`src/hdl/lpr_pkg.sv`:
```
// ----------------------------------------------------------------------------
// lpr_pkg: shared types and constants for the IPv4 longest-prefix router
// Table geometry, field widths, result codes, the stored route layout and the
// command and status groups that join the controller and the datapath.
// ----------------------------------------------------------------------------
`default_nettype none

package lpr_pkg;

   // Table geometry.
   localparam int TABLE_DEPTH = 16;
   localparam int PORT_COUNT  = 16;
   localparam int IDX_W       = (TABLE_DEPTH > 1) ? $clog2(TABLE_DEPTH) : 1;
   localparam int CNT_W       = $clog2(TABLE_DEPTH + 1);

   // Field widths.
   localparam int ADDR_W   = 32;
   localparam int LEN_W    = 6;
   localparam int PORT_W   = 4;
   localparam int TTL_W    = 8;
   localparam int STATUS_W = 3;

   localparam logic [LEN_W-1:0] MAX_LEN = LEN_W'(32);

   // Operation codes.
   localparam logic OP_ADD = 1'b0;
   localparam logic OP_FWD = 1'b1;

   // Result status codes.
   localparam logic [STATUS_W-1:0] ST_FORWARDED = 3'd0;
   localparam logic [STATUS_W-1:0] ST_DROP_TTL  = 3'd1;
   localparam logic [STATUS_W-1:0] ST_NO_ROUTE  = 3'd2;
   localparam logic [STATUS_W-1:0] ST_ADDED     = 3'd3;
   localparam logic [STATUS_W-1:0] ST_FULL      = 3'd4;

   // One stored route.
   typedef struct packed {
      logic [ADDR_W-1:0] prefix;
      logic [LEN_W-1:0]  length;
      logic              has_hop;
      logic [ADDR_W-1:0] hop_addr;
      logic [PORT_W-1:0] port;
   } route_type;

   localparam int ROUTE_W = $bits(route_type);

   // Controller states.
   typedef enum logic [2:0] {
      S_IDLE,
      S_DECODE,
      S_SCAN,
      S_WAIT,
      S_DONE
   } state_type;

   // Commands from the controller to the datapath.
   typedef struct packed {
      logic load;
      logic add_write;
      logic scan_read;
      logic emit;
   } cmd_type;

   // Status from the datapath to the controller.
   typedef struct packed {
      logic op_fwd;
      logic full;
      logic ttl_low;
      logic table_empty;
      logic scan_last;
      logic out_free;
   } dp_status_type;

   // Mask that keeps the top len bits of an address; a length of zero keeps none.
   function automatic logic [ADDR_W-1:0] prefix_mask(input logic [LEN_W-1:0] len);
      logic [LEN_W-1:0] shift;
      shift = MAX_LEN - len;
      if (len == '0) begin
         return '0;
      end
      return {ADDR_W{1'b1}} << shift;
   endfunction

endpackage

`default_nettype wire

```
`src/hdl/lpr_ram.sv`:
```
// ----------------------------------------------------------------------------
// lpr_ram: generic single-port-write, single-port-read memory
// One write port and one read port with the read data registered.
// ----------------------------------------------------------------------------
`default_nettype none

module lpr_ram #(
   parameter int WIDTH = 8,
   parameter int DEPTH = 16
) (
   input  wire logic                                        clock,
   input  wire logic                                        wr_en,
   input  wire logic [((DEPTH > 1) ? $clog2(DEPTH) : 1)-1:0] wr_addr,
   input  wire logic [WIDTH-1:0]                            wr_data,
   input  wire logic                                        rd_en,
   input  wire logic [((DEPTH > 1) ? $clog2(DEPTH) : 1)-1:0] rd_addr,
   output      logic [WIDTH-1:0]                            rd_data
);

   logic [WIDTH-1:0] mem_ff [DEPTH];
   logic [WIDTH-1:0] rd_data_ff;

   always_ff @(posedge clock) begin
      if (wr_en) begin
         mem_ff[wr_addr] <= wr_data;
      end
      if (rd_en) begin
         rd_data_ff <= mem_ff[rd_addr];
      end
   end

   assign rd_data = rd_data_ff;

endmodule

`default_nettype wire

```
`src/hdl/lpr_datapath.sv`:
```
// ----------------------------------------------------------------------------
// lpr_datapath: route table, match comparator and result register
// Holds the request, the route count and the table memory, compares one stored
// route per cycle against the destination and keeps the best match so far.
// ----------------------------------------------------------------------------
`default_nettype none

module lpr_datapath
   import lpr_pkg::*;
(
   input  wire logic                clock,
   input  wire logic                reset,
   input  wire cmd_type             cmd,
   output      dp_status_type       status,
   input  wire logic                req_op,
   input  wire logic [ADDR_W-1:0]   req_entry_prefix,
   input  wire logic [LEN_W-1:0]    req_entry_length,
   input  wire logic                req_entry_has_hop,
   input  wire logic [ADDR_W-1:0]   req_entry_hop_addr,
   input  wire logic [PORT_W-1:0]   req_entry_port,
   input  wire logic [ADDR_W-1:0]   req_dest_addr,
   input  wire logic [TTL_W-1:0]    req_hop_limit,
   output      logic                rsp_valid,
   input  wire logic                rsp_ready,
   output      logic [STATUS_W-1:0] rsp_status,
   output      logic [PORT_W-1:0]   rsp_out_port,
   output      logic [ADDR_W-1:0]   rsp_hop_addr_out,
   output      logic [TTL_W-1:0]    rsp_new_hop_limit
);

   // Captured request.
   logic              op_ff;
   route_type         entry_ff,  entry_in;
   logic [ADDR_W-1:0] dest_ff;
   logic [TTL_W-1:0]  ttl_ff;
   logic              full_ff,   full_in;

   // Table bookkeeping and scan.
   logic [CNT_W-1:0]  count_ff,  count_in;
   logic [IDX_W-1:0]  scan_addr_ff, scan_addr_in;
   logic              rd_valid_ff, rd_valid_in;
   route_type         rd_route;

   // Best match so far.
   logic              found_ff,  found_in;
   logic [LEN_W-1:0]  best_len_ff, best_len_in;
   logic [PORT_W-1:0] best_port_ff, best_port_in;
   logic              best_has_hop_ff, best_has_hop_in;
   logic [ADDR_W-1:0] best_hop_ff, best_hop_in;

   // Result register.
   logic                rsp_valid_ff,  rsp_valid_in;
   logic [STATUS_W-1:0] rsp_status_ff, rsp_status_in;
   logic [PORT_W-1:0]   rsp_port_ff,   rsp_port_in;
   logic [ADDR_W-1:0]   rsp_hop_ff,    rsp_hop_in;
   logic [TTL_W-1:0]    rsp_ttl_ff,    rsp_ttl_in;

   logic                ttl_low;
   logic                hit;
   logic                take;
   logic                port_bad;
   logic [STATUS_W-1:0] res_status;

   lpr_ram #(
      .WIDTH (ROUTE_W),
      .DEPTH (TABLE_DEPTH)
   ) u_table (
      .clock   (clock),
      .wr_en   (cmd.add_write),
      .wr_addr (count_ff[IDX_W-1:0]),
      .wr_data (entry_ff),
      .rd_en   (cmd.scan_read),
      .rd_addr (scan_addr_ff),
      .rd_data (rd_route)
   );

   assign ttl_low  = (ttl_ff <= TTL_W'(1));
   assign hit      = ((dest_ff ^ rd_route.prefix) & prefix_mask(rd_route.length)) == '0;
   assign take     = rd_valid_ff && hit && (!found_ff || (rd_route.length >= best_len_ff));
   assign port_bad = ({1'b0, best_port_ff} >= (PORT_W + 1)'(PORT_COUNT));

   always_comb begin
      entry_in          = entry_ff;
      entry_in.prefix   = req_entry_prefix;
      entry_in.length   = (req_entry_length > MAX_LEN) ? MAX_LEN : req_entry_length;
      entry_in.has_hop  = req_entry_has_hop;
      entry_in.hop_addr = req_entry_hop_addr;
      entry_in.port     = req_entry_port;
      full_in           = (count_ff == CNT_W'(TABLE_DEPTH));

      count_in = count_ff;
      if (cmd.add_write) begin
         count_in = count_ff + CNT_W'(1);
      end

      scan_addr_in = scan_addr_ff;
      if (cmd.load) begin
         scan_addr_in = '0;
      end else if (cmd.scan_read) begin
         scan_addr_in = scan_addr_ff + IDX_W'(1);
      end
      rd_valid_in = cmd.scan_read;

      found_in        = found_ff;
      best_len_in     = best_len_ff;
      best_port_in    = best_port_ff;
      best_has_hop_in = best_has_hop_ff;
      best_hop_in     = best_hop_ff;
      if (cmd.load) begin
         found_in = 1'b0;
      end else if (take) begin
         found_in        = 1'b1;
         best_len_in     = rd_route.length;
         best_port_in    = rd_route.port;
         best_has_hop_in = rd_route.has_hop;
         best_hop_in     = rd_route.hop_addr;
      end

      if (op_ff == OP_ADD) begin
         res_status = full_ff ? ST_FULL : ST_ADDED;
      end else if (ttl_low) begin
         res_status = ST_DROP_TTL;
      end else if (!found_ff || port_bad) begin
         res_status = ST_NO_ROUTE;
      end else begin
         res_status = ST_FORWARDED;
      end

      rsp_valid_in  = rsp_valid_ff && !rsp_ready;
      rsp_status_in = rsp_status_ff;
      rsp_port_in   = rsp_port_ff;
      rsp_hop_in    = rsp_hop_ff;
      rsp_ttl_in    = rsp_ttl_ff;
      if (cmd.emit) begin
         rsp_valid_in  = 1'b1;
         rsp_status_in = res_status;
         rsp_port_in   = '0;
         rsp_hop_in    = '0;
         rsp_ttl_in    = '0;
         if (res_status == ST_FORWARDED) begin
            rsp_port_in = best_port_ff;
            rsp_hop_in  = best_has_hop_ff ? best_hop_ff : dest_ff;
            rsp_ttl_in  = ttl_ff - TTL_W'(1);
         end
      end
   end

   always_ff @(posedge clock) begin
      if (reset) begin
         count_ff     <= '0;
         scan_addr_ff <= '0;
         rd_valid_ff  <= 1'b0;
         found_ff     <= 1'b0;
         rsp_valid_ff <= 1'b0;
      end else begin
         count_ff     <= count_in;
         scan_addr_ff <= scan_addr_in;
         rd_valid_ff  <= rd_valid_in;
         found_ff     <= found_in;
         rsp_valid_ff <= rsp_valid_in;
      end
   end

   always_ff @(posedge clock) begin
      if (cmd.load) begin
         op_ff    <= req_op;
         entry_ff <= entry_in;
         dest_ff  <= req_dest_addr;
         ttl_ff   <= req_hop_limit;
         full_ff  <= full_in;
      end
      best_len_ff     <= best_len_in;
      best_port_ff    <= best_port_in;
      best_has_hop_ff <= best_has_hop_in;
      best_hop_ff     <= best_hop_in;
      rsp_status_ff   <= rsp_status_in;
      rsp_port_ff     <= rsp_port_in;
      rsp_hop_ff      <= rsp_hop_in;
      rsp_ttl_ff      <= rsp_ttl_in;
   end

   assign status.op_fwd      = (op_ff == OP_FWD);
   assign status.full        = full_ff;
   assign status.ttl_low     = ttl_low;
   assign status.table_empty = (count_ff == '0);
   assign status.scan_last   = ((CNT_W'(scan_addr_ff) + CNT_W'(1)) == count_ff);
   assign status.out_free    = !rsp_valid_ff || rsp_ready;

   assign rsp_valid         = rsp_valid_ff;
   assign rsp_status        = rsp_status_ff;
   assign rsp_out_port      = rsp_port_ff;
   assign rsp_hop_addr_out  = rsp_hop_ff;
   assign rsp_new_hop_limit = rsp_ttl_ff;

endmodule

`default_nettype wire

```
`src/hdl/lpr_ctrl.sv`:
```
// ----------------------------------------------------------------------------
// lpr_ctrl: sequencing state machine for the IPv4 longest-prefix router
// Takes a request, decides between add, drop and table scan, walks the scan
// one entry per cycle and hands the result to the output register.
// ----------------------------------------------------------------------------
`default_nettype none

module lpr_ctrl
   import lpr_pkg::*;
(
   input  wire logic          clock,
   input  wire logic          reset,
   input  wire logic          req_valid,
   output      logic          req_ready,
   input  wire dp_status_type status,
   output      cmd_type       cmd
);

   state_type state_ff, state_in;

   always_ff @(posedge clock) begin
      if (reset) begin
         state_ff <= S_IDLE;
      end else begin
         state_ff <= state_in;
      end
   end

   always_comb begin
      state_in  = state_ff;
      cmd       = '0;
      req_ready = 1'b0;
      unique case (state_ff)
         S_IDLE: begin
            req_ready = 1'b1;
            if (req_valid) begin
               cmd.load = 1'b1;
               state_in = S_DECODE;
            end
         end
         S_DECODE: begin
            if (!status.op_fwd) begin
               cmd.add_write = !status.full;
               state_in      = S_DONE;
            end else if (status.ttl_low || status.table_empty) begin
               state_in = S_DONE;
            end else begin
               state_in = S_SCAN;
            end
         end
         S_SCAN: begin
            cmd.scan_read = 1'b1;
            if (status.scan_last) begin
               state_in = S_WAIT;
            end
         end
         S_WAIT: begin
            // The last entry read is compared in this cycle.
            state_in = S_DONE;
         end
         S_DONE: begin
            if (status.out_free) begin
               cmd.emit = 1'b1;
               state_in = S_IDLE;
            end
         end
         default: begin
            state_in = S_IDLE;
         end
      endcase
   end

endmodule

`default_nettype wire

```
`src/hdl/ipv4_longest_prefix_router.sv`:
```
// An add, a TTL drop or an empty-table forward goes from request capture through
// decode to the result step; others also walk the route scan and a wait step.
// A new request is taken only in idle; the result step waits for a free result
// register, and the scan walks the single table read port one entry per cycle.
// Reset clears the route count and the control state; the table memory is not
// cleared, since only entries below the count are ever read.
// ----------------------------------------------------------------------------
// ipv4_longest_prefix_router: IPv4 longest-prefix-match forwarding block
// Keeps a table of routes, appends routes on add requests and resolves the
// outgoing interface and next hop of forwarded datagrams.
// ----------------------------------------------------------------------------
`default_nettype none

module ipv4_longest_prefix_router
   import lpr_pkg::*;
(
   input  wire logic                clock,
   input  wire logic                reset,
   input  wire logic                req_valid,
   output      logic                req_ready,
   input  wire logic                req_op,
   input  wire logic [ADDR_W-1:0]   req_entry_prefix,
   input  wire logic [LEN_W-1:0]    req_entry_length,
   input  wire logic                req_entry_has_hop,
   input  wire logic [ADDR_W-1:0]   req_entry_hop_addr,
   input  wire logic [PORT_W-1:0]   req_entry_port,
   input  wire logic [ADDR_W-1:0]   req_dest_addr,
   input  wire logic [TTL_W-1:0]    req_hop_limit,
   output      logic                rsp_valid,
   input  wire logic                rsp_ready,
   output      logic [STATUS_W-1:0] rsp_status,
   output      logic [PORT_W-1:0]   rsp_out_port,
   output      logic [ADDR_W-1:0]   rsp_hop_addr_out,
   output      logic [TTL_W-1:0]    rsp_new_hop_limit
);

   // The controller sequences each request: it captures the transfer, decides
   // whether the request is an add, a drop or a table scan, and steps the scan
   // address one route per cycle. The datapath owns the route memory, the
   // prefix comparator and the best-match registers. Routes are appended in
   // order, and a later route of equal length replaces the current best, so
   // ties go to the route added last.
   cmd_type       cmd;
   dp_status_type status;

   lpr_ctrl u_ctrl (
      .clock     (clock),
      .reset     (reset),
      .req_valid (req_valid),
      .req_ready (req_ready),
      .status    (status),
      .cmd       (cmd)
   );

   // The result register sits at the datapath output, so a new request is
   // taken while a finished result still waits for its transfer; only the
   // final step of the next request stalls until the register is free.
   lpr_datapath u_dp (
      .clock              (clock),
      .reset              (reset),
      .cmd                (cmd),
      .status             (status),
      .req_op             (req_op),
      .req_entry_prefix   (req_entry_prefix),
      .req_entry_length   (req_entry_length),
      .req_entry_has_hop  (req_entry_has_hop),
      .req_entry_hop_addr (req_entry_hop_addr),
      .req_entry_port     (req_entry_port),
      .req_dest_addr      (req_dest_addr),
      .req_hop_limit      (req_hop_limit),
      .rsp_valid          (rsp_valid),
      .rsp_ready          (rsp_ready),
      .rsp_status         (rsp_status),
      .rsp_out_port       (rsp_out_port),
      .rsp_hop_addr_out   (rsp_hop_addr_out),
      .rsp_new_hop_limit  (rsp_new_hop_limit)
   );

endmodule

`default_nettype wire

```
`config.mk`:
```
export PLATFORM = sky130hd
export DESIGN_NAME = ipv4_longest_prefix_router
export DESIGN_NICKNAME = d
export VERILOG_FILES = /design/src/hdl/lpr_pkg.sv /design/src/hdl/lpr_ram.sv /design/src/hdl/lpr_datapath.sv /design/src/hdl/lpr_ctrl.sv /design/src/hdl/ipv4_longest_prefix_router.sv
export SDC_FILE = /design/constraint.sdc
export NUM_CORES = 1
export LEC_CHECK = 0
export BUFFER_PORTS_ARGS = -buffer_cell sky130_fd_sc_hd__buf_4
export CORE_MARGIN = 4
export CORE_UTILIZATION = 45
export DETAILED_ROUTE_END_ITERATION = 10
export PLACE_DENSITY = 0.66
export SYNTH_ARGS = -nofsm -noshare
export SYNTH_HDL_FRONTEND = slang
export SYNTH_HIERARCHICAL = 1
export SYNTH_SLANG_ARGS = --single-unit
```
`constraint.sdc`:
```
create_clock -name clock -period 22.7 [get_ports clock]
set_input_delay 4.54 -clock clock [delete_from_list [all_inputs] [get_ports clock]]
set_output_delay 4.54 -clock clock [all_outputs]
set_load 0.005 [all_outputs]
```
* Yosys cells after proc, flatten, opt, wreduce, memory -nomap -nowiden
Memories as Yosys holds them, arrays and structs flattened. A register that Yosys moved wholly into a read port is not among the register bits.
Index checks and enable logic that the tools add are counted.
** Storage, ports and cells
- Output and inout port bits :: 49
- Word-level logic and storage cells :: 88
- Register bits after elaboration :: 222
- RAM bits :: 1200
- Memories :: 1
** Operators by class
- $add $sub $neg :: 5
- Shift operators :: 1
- Eq/ne operators :: 9
- Bitwise operators :: 3
- Muxes and demuxes :: 25
- Order comparisons :: 3
- Reductions and logical operators :: 18
** Memories
- u_dp.u_table.mem_ff :: depth 16, width 75, read ports 1, clocked after Yosys merged registers in 1, wr ports 1, line lpr_ram.sv:20 : logic [WIDTH-1:0] mem_ff [DEPTH];
** Operators with widths (count)
- 32-bit two-way mux :: 3
- 32-bit AND :: 1
- 32-bit logical NOT :: 1
- 32-bit by 6-bit left shift with 32-bit output, first input constant :: 1
- 32-bit XOR :: 1
- 3-bit two-way mux :: 8
- 3-bit one-hot mux with 5 select lines :: 1
- 1-bit two-way mux :: 12
- 8-bit by 1-bit <= comparator with 1-bit output, second input constant :: 1
- 8-bit by 1-bit subtractor with 8-bit output, second input constant :: 1
- 3-bit by 2-bit == test with 1-bit output, second input constant :: 2
- 6-bit >= comparator :: 1
- 6-bit > comparator, second input constant :: 1
- 3-bit logical NOT :: 2
- 6-bit logical NOT :: 1
- 2-bit inequality test, second input constant :: 3
- 6-bit subtractor, first input constant :: 1
- 4-bit by 1-bit adder with 5-bit output, second input constant :: 1
- 5-bit by 1-bit adder with 5-bit output, second input constant :: 1
- 5-bit == test :: 1
- 5-bit == test, second input constant :: 1
- 5-bit logical NOT :: 1
- 4-bit by 1-bit adder with 4-bit output, second input constant :: 1
- 1-bit logical NOT :: 4
- other kinds (9) :: 13

* Longest topological paths before layout
Gate-level depths: netlist of the first run.
- Depth in word-level cells :: 8
- Depth in mapped cells :: 10
- Mapped depth without buffers :: 9

* Hierarchy
The synthesis of the first run kept the hierarchy.
** Modules (own cells, without submodules)
- lpr_ram :: times used 1, area each 47070.1 µm², cells each 1926
- lpr_datapath :: times used 1, area each 8624.5 µm², cells each 525
- lpr_ctrl :: times used 1, area each 202.7 µm², cells each 21

* Least setup slack after synthesis of the first run
No wires, ideal clock.
- Kind :: input -> register
- Start :: input port req_valid
- End :: register u_dp.best_has_hop_ff (enable)
- Data required time :: 21.415 ns
- Library setup time :: 1.285 ns
- Setup slack :: 4.872 ns
- Stages on the path :: 3
- Data arrival time :: 16.543 ns
- Path buffers :: 0
- Cells stage by stage :: nand2b_1 nor3_1 a2111oi_2
** RTL lines
- start, declared :: line ipv4_longest_prefix_router.sv:19 : input wire logic req_valid,
- end signal, assigned :: line lpr_datapath.sv:174 : best_has_hop_ff <= best_has_hop_in;
- end, declared :: line lpr_datapath.sv:48 : logic best_has_hop_ff, best_has_hop_in;

* Final worst setup path of the first run
- Start :: register u_ctrl.state_ff[0]
- End :: output port req_ready
** On the way
- Longest elaborated chain between the ends :: 2
** Ends and longest elaborated chain
- start, declared :: line lpr_ctrl.sv:19 : state_type state_ff, state_in;
- start signal, assigned :: line lpr_ctrl.sv:25 : state_ff <= state_in;
- 3-bit logical NOT :: line lpr_ctrl.sv:33 : unique case (state_ff)
- 1-bit two-way mux :: line lpr_ctrl.sv:33
- end, declared :: line ipv4_longest_prefix_router.sv:20 : output logic req_ready,
No other way between the ends.

==> qor.yml, run 1 <==
run_status:
  status: "finished clean"
worst_setup_path:
  r2r_setup_slack_ns: 18.76
  cp.depth: 2
  cp.required_ns: 18.16
  crit_fanout: 7
  startpoint_type: "register"
  r2r-start: "u_dp/scan_addr_ff[0]"
  crit_slowest_cell: "dfxtp_1"
  rr_endpoint: "u_dp/u_table/rd_data[23]"
  crit_buf_inv: 1
  startpoint: "u_ctrl/state_ff[0]"
  crit_type: "reg2out"
  crit_arrival_ns: 1.53
  r2r_cells: 5
  critical_path.cell_chain: "nor3_1 > buf_4"
  critPathTopFamily: "flip-flops"
  endpoint: "req_ready"
  cp-end-kind: "output port"
  critPathMaxStageDelay_ns: 0.38
routing:
  drt_iter0_markers: 3192
  drc_errors: 0
  post_drt_wl_per_cell_um: 29.4
  wl_um: 132000
  vias: 26300
  viasPerCell: 5.87
  first_pass_iters: 5
  ant_nets: 0
sta:
  setup_ws_ns: 16.63
  fmax_mhz: 165
  worstMarginPinSlew_ns: 1.12
  slew_viol_final: 0
  timing.setup.tns_ns: 0
  min_period_ns: 6.07
  fin_worst_skew_ns: 0.0432
  setup_viol: 0
  whs_ns: 0.410
  rsz0062_at_grt: "no"
  slew_headroom_pct: 25.4
  finalHoldViolCount: 0
  finalCritPeriodShare_pct: 26.7
synthesis:
  syn_avg_cell_area_sq_um: 22.6
  netlist_instances: 2472
  async_flop_share_pct: 0
  synthFlopType: "edfxtp_1"
  syn_area_sq_mm: 0.0559
  synth-seq-cells: 1497
  syn-num-nets: 2607
  synthDistinctLibCells: 60
  synth_edf_count: 1482
  yosysWarnings: 6
  yosysSeqAreaShare_pct: 80.2
global_routing:
  grt_use_total_pct: 20.3
  first_global_vias: 26800
  grt_max_degree: 113
  overflow: 0
  grt_pass1_wl_um: 190000
  antenna_found_initial: 2
power:
  pwr_density_cell_mw_per_mm2: 87.0
  p_leak_uw: 0.0198
  ir_drop_mv: 0.0759
clocking:
  cts_buffers: 149
  htreeDepth: 4
  post_cts_resized: 0
  cts-root-buf: "clkbuf_16"
  cts_setup_buffers: 0
  cts_tree: "yes"
  path_clk_slew_ns: 0.06
  hold_buffers: 0
  clkSinkCount: 1497
  cts_buffer_depth: 3
  clock_latency_ns: 0.78
finish:
  fill_cells: 9369
  drive_gt1_share_pct: 26.9
  utilization_pct: 51.7
  nets: 2865
  area_delta_synth_final_pct: 14.2
die:
  dieArea_sq_mm: 0.130
  placeableCoreArea_sq_mm: 0.123
  initial_utilization_pct: 45.3
  rows: 129
  die_x_um: 360
  die_h_um: 360
  boundaryPins: 169
flow_run:
  maxCapViolations: 0
placed_design:
  gp_congestion: 0.808
  pre_cts_ws_ns: 16.11
  port_buffers: 168
  hpwl_um: 71000
hold_path:
  worstHoldPathCells: 0
  hp-class: "reg2reg"
-- layout by cell type, fill, tap and decap left out, types with 4 or more instances in the layout --
cell type	netlist	final
o21ai_0	8	8
dfxtp_1	15	13
clkbuf_16	0	150
clkinv_8	0	4
clkinv_2	0	23
buf_4	33	221
nor3_1	12	7
clkinv_16	0	5
nor2_1	73	60
mux4_2	300	300
ha_1	15	15
nor3_2	2	7
nand3_1	6	6
nand2_1	87	87
inv_1	21	21
edfxtp_1	1482	1482
bufinv_16	0	5
mux2i_1	35	35
nor2b_1	11	9
nand4_1	6	6
a21oi_1	15	15
clkbuf_1	55	34
inv_16	0	4
clkinv_1	0	30
xnor2_1	34	34
o221ai_1	4	4
xor2_1	18	18
a22oi_1	150	150
nor2_4	0	13
nand2b_1	9	9
-- cell type report --
| type | instances | area, sq um | area share [%] |
|---|---|---|---|
| Sequential cell | 1497 | 44800 | 70.2 |
| Multi-Input combinational cell | 838 | 10600 | 16.6 |
| Clock buffer | 187 | 3920 | 6.14 |
| Tap cell | 1637 | 2050 | 3.21 |
| Timing Repair Buffer | 223 | 1700 | 2.66 |
| Clock inverter | 75 | 708 | 1.11 |
| Inverter | 21 | 78.8 | 0.123 |
| Antenna cell | 2 | 5.00 | 0.00784 |
-- cell usage after synthesis, types with 18 or more instances --
library cell,instances,area share (%)
a22oi_1,150,2.0
xnor2_1,34,0.53
buf_4,33,0.44
xor2_1,18,0.28
clkbuf_1,55,0.37
edfxtp_1,1482,80
nor2_1,73,0.49
inv_1,21,0.14
nand2_1,87,0.58
mux4_2,300,12
mux2i_1,35,0.63
-- sequential cells by signal (all words and copies together) (netlist names) --
name                    cells
u_ctrl/state_ff             3
u_dp/best_has_hop_ff        1
u_dp/best_hop_ff           32
u_dp/best_len_ff            6
u_dp/best_port_ff           4
u_dp/count_ff               5
u_dp/dest_ff               32
u_dp/entry_ff              75
u_dp/found_ff               1
u_dp/full_ff                1
u_dp/op_ff                  1
u_dp/rd_valid_ff            1
u_dp/rsp_hop_addr_out      32
u_dp/rsp_new_hop_limit      8
u_dp/rsp_out_port           4
u_dp/rsp_status             3
u_dp/rsp_valid              1
u_dp/scan_addr_ff           4
u_dp/ttl_ff                 8
u_dp/u_table/mem_ff      1200
u_dp/u_table/rd_data       75
-- logic make-up (layout without fill, tap and decap cells) --
family | Yosys count | after routing | synth area share (%)
AO/OA/AOI/OAI | 202 | 202 | 2.72
XOR/XNOR | 54 | 54 | 0.893
adder cells (fa/ha/maj) | 15 | 15 | 0.336
buffers and inverters | 137 | 506 | 1.23
flip-flops | 1497 | 1497 | 80.2
multiplexers | 335 | 335 | 12.7
other | 0 | 2 | 0
AND/OR/NAND/NOR | 232 | 232 | 1.96
-- metrics by stage --
| step | cell area (sq um) | power [uW] | instances |
|---|---|---|---|
| floorplan | 55900 | 3230 | 2472 |
| global placement | 59200 | 3290 | 4216 |
| detailed placement | 59200 | 3300 | 4216 |
| CTS | 63800 | 5610 | 4478 |
| global route | 63800 | 5750 | 4478 |
| finish | 63800 | 5560 | 4480 |
-- report_power, final --
| group | leakage [uW] | switching, uW | internal (uW) |
|---|---|---|---|
| combinational | 0.00403 | 51.3 | 38.2 |
| sequential | 0.0135 | 60.0 | 3090 |
| clock | 0.00226 | 1020 | 1300 |
-- how the worst min path moves through the flow --
stage                                   startpoint  slack, ns                    to
after floorplan           u_dp/u_table/rd_data[36]       0.40  u_dp/best_has_hop_ff
after global placement    u_dp/u_table/rd_data[15]       0.40  u_dp/best_hop_ff[11]
after detailed placement  u_dp/u_table/rd_data[15]       0.40  u_dp/best_hop_ff[11]
after CTS                 u_dp/u_table/rd_data[35]       0.41  u_dp/best_hop_ff[31]
after global routing      u_dp/u_table/rd_data[35]       0.41  u_dp/best_hop_ff[31]
final                     u_dp/u_table/rd_data[35]       0.41  u_dp/best_hop_ff[31]
-- metal layers --
metal / wire length (um) / vias up / share of wire [%] / global-route usage [%]
met2: 63100 / 1293 / 48 / 31.9
met1: 53600 / 14000 / 41 / 29.2
li1: - / 10900 / - / -
met5: 0 / - / 0 / 0
met4: 2520 / 0 / 1.9 / 4.82
met3: 12300 / 185 / 9.4 / 4.65
(Power assumes the default switching activity.)
==> run 2: changes to the inputs <==
--- a/config.mk
+++ b/config.mk
@@ -9,7 +9,7 @@
 export CORE_MARGIN = 4
 export CORE_UTILIZATION = 45
 export DETAILED_ROUTE_END_ITERATION = 10
-export PLACE_DENSITY = 0.66
+export PLACE_DENSITY = 0.68
 export SYNTH_ARGS = -nofsm -noshare
 export SYNTH_HDL_FRONTEND = slang
 export SYNTH_HIERARCHICAL = 1
==> constraint.sdc (replaced) <==
create_clock -name clock -period 4.87 [get_ports clock]
set_input_delay 0.974 -clock clock [delete_from_list [all_inputs] [get_ports clock]]
set_output_delay 0.974 -clock clock [all_outputs]
set_load 0.005 [all_outputs]
==> run 2 against run 1 <==
  * Power increased to 4.7 times the previous value
  * Wire length increased by 2.5%
  * Combinational power increased to 5.2 times the previous value
==> qor.yml, run 2 (synthesis results as in run 1) <==
die:
  rows: 129
  initial_utilization_pct: 45.3
  die_x_um: 360
  boundaryPins: 169
  die_h_um: 360
  placeableCoreArea_sq_mm: 0.123
  dieArea_sq_mm: 0.130
sta:
  finalHoldViolCount: 0
  min_period_ns: 3.89
  slew_headroom_pct: 15.2
  finalCritPeriodShare_pct: 79.8
  fmax_mhz: 257
  setup_viol: 0
  worstMarginPinSlew_ns: 1.27
  slew_viol_final: 0
  fin_worst_skew_ns: 0.0371
  whs_ns: 0.375
  rsz0062_at_grt: "no"
global_routing:
  antenna_found_initial: 6
  grt_use_met2_pct: 30.2
  busiest_layer: "met2"
  overflow: 0
  grt_pass1_wl_um: 194000
  grt_max_degree: 157
  grt_util_met3_pct: 7.35
  first_global_vias: 26800
  grt.met1_usage_pct: 30.1
  grt_use_total_pct: 20.7
clocking:
  post_cts_resized: 0
  cts-root-buf: "clkbuf_16"
  cts_buffers: 148
  hold_buffers: 0
  cts_setup_buffers: 0
  htreeDepth: 4
  path_clk_slew_ns: 0.06
  cts_buffer_depth: 3
  clkSinkCount: 1497
  clock_latency_ns: 0.77
  cts_tree: "yes"
routing:
  vias: 26700
  post_drt_wl_per_cell_um: 30.1
  drc_errors: 0
  first_pass_iters: 5
  drt_iter0_markers: 3366
  ant_nets: 0
  viasPerCell: 5.95
  wl_um: 135000
power:
  finalPower_uw: 25900
  ir_drop_mv: 0.327
  pwr_density_cell_mw_per_mm2: 404
  p_leak_uw: 0.0198
finish:
  final_common_cell: "edfxtp_1"
  stdcell_count: 4483
  area_delta_synth_final_pct: 14.8
  drive_gt1_share_pct: 26.8
  utilization_pct: 52.0
  nets: 2868
  top_register: "u_dp/u_table/mem_ff"
  fin_area_sq_mm: 0.0642
  largest_register_ffs: 1200
  most-common-layout-cells: "edfxtp_1, mux4_2, buf_4"
worst_setup_path:
  critical_path.cell_chain: "inv_1 > ha_1 > nor3b_2 > xor2_1 > o21ai_0 > o2111ai_1 > a2111oi_4 > a31oi_1 > a2111oi_4 > buf_4"
  cp.required_ns: 5.34
  crit_arrival_ns: 4.36
  cp_common_cell: "a2111oi_4"
  crit_buf_inv: 2
  startpoint_type: "register"
  crit_fanout: 11
  cp-end-kind: "register"
  crit_slowest_cell: "a2111oi_4"
  critPathMaxStageDelay_ns: 0.82
  critPathTopFamily: "compound AO/OA/AOI/OAI gates"
  crit_type: "reg2reg"
placed_design:
  port_buffers: 168
  dp_cells: 4220
  post_dp_cell_area_sq_mm: 0.0596
  hpwl_um: 72300
  gp_congestion: 0.873
flow_run:
  maxCapViolations: 0
hold_path:
  hp-class: "in2reg"
run_status:
  status: "finished clean"
[run 2: changes by cell type in the layout (fill, tap and decap cells not counted), moves of 5 or more]
cell      previous run  this run
clkbuf_1            34        29
nor3_2               7         2
buf_4              221       201
clkinv_2            23        16
buf_12               2        26
clkinv_1            30        39
nor3_4               0         5
[run 2: worst paths after layout]
| path | start | end | slack (ns) | depth (start not counted) |
|---|---|---|---|---|
| hold reg to reg | u_dp/u_table/rd_data[1] | u_dp/best_port_ff[1] | 0.40 | 0 |
| setup / recovery | u_dp/u_table/rd_data[38] | u_dp/best_hop_ff[5] | 0.98 | 10 |
| setup reg to reg | u_dp/u_table/rd_data[38] | u_dp/best_hop_ff[5] | 0.98 | 10 |
| hold / removal | req_entry_hop_addr[21] | u_dp/entry_ff[25] | 0.38 | 1 |
[run 2: stage by stage]
step,setup TNS (ns),worst slack [ns]
floorplan,-51.18,-1.19
global placement,0,1.22
detailed placement,0,1.05
CTS,0,0.999
global route,0,0.808
finish,0,0.982
[run 2: area by class of cell]
| class | instances | area (sq um) |
|---|---|---|
| clock inverters | 76 | 672 |
| clock buffers | 182 | 3930 |
| inverters | 21 | 78.8 |
| diodes | 5 | 12.5 |
| multi-input cells | 838 | 10600 |
| repair buffers | 227 | 2030 |
| fillers | 9286 | 59300 |
| flip-flops and latches | 1497 | 44800 |
| well taps | 1637 | 2050 |
[run 2: metal layers]
layer  vias up  wire length, um
met2      1431            60700
met3       203            16100
met4         4             3240
li1      10900                -
met1     14200            54800
met5         -               27
[run 2: power breakdown]
part / switching (uW) / internal [uW]
sequential: 255 / 14400
clock: 4700 / 6120
combinational: 274 / 191
total: 5220 / 20700
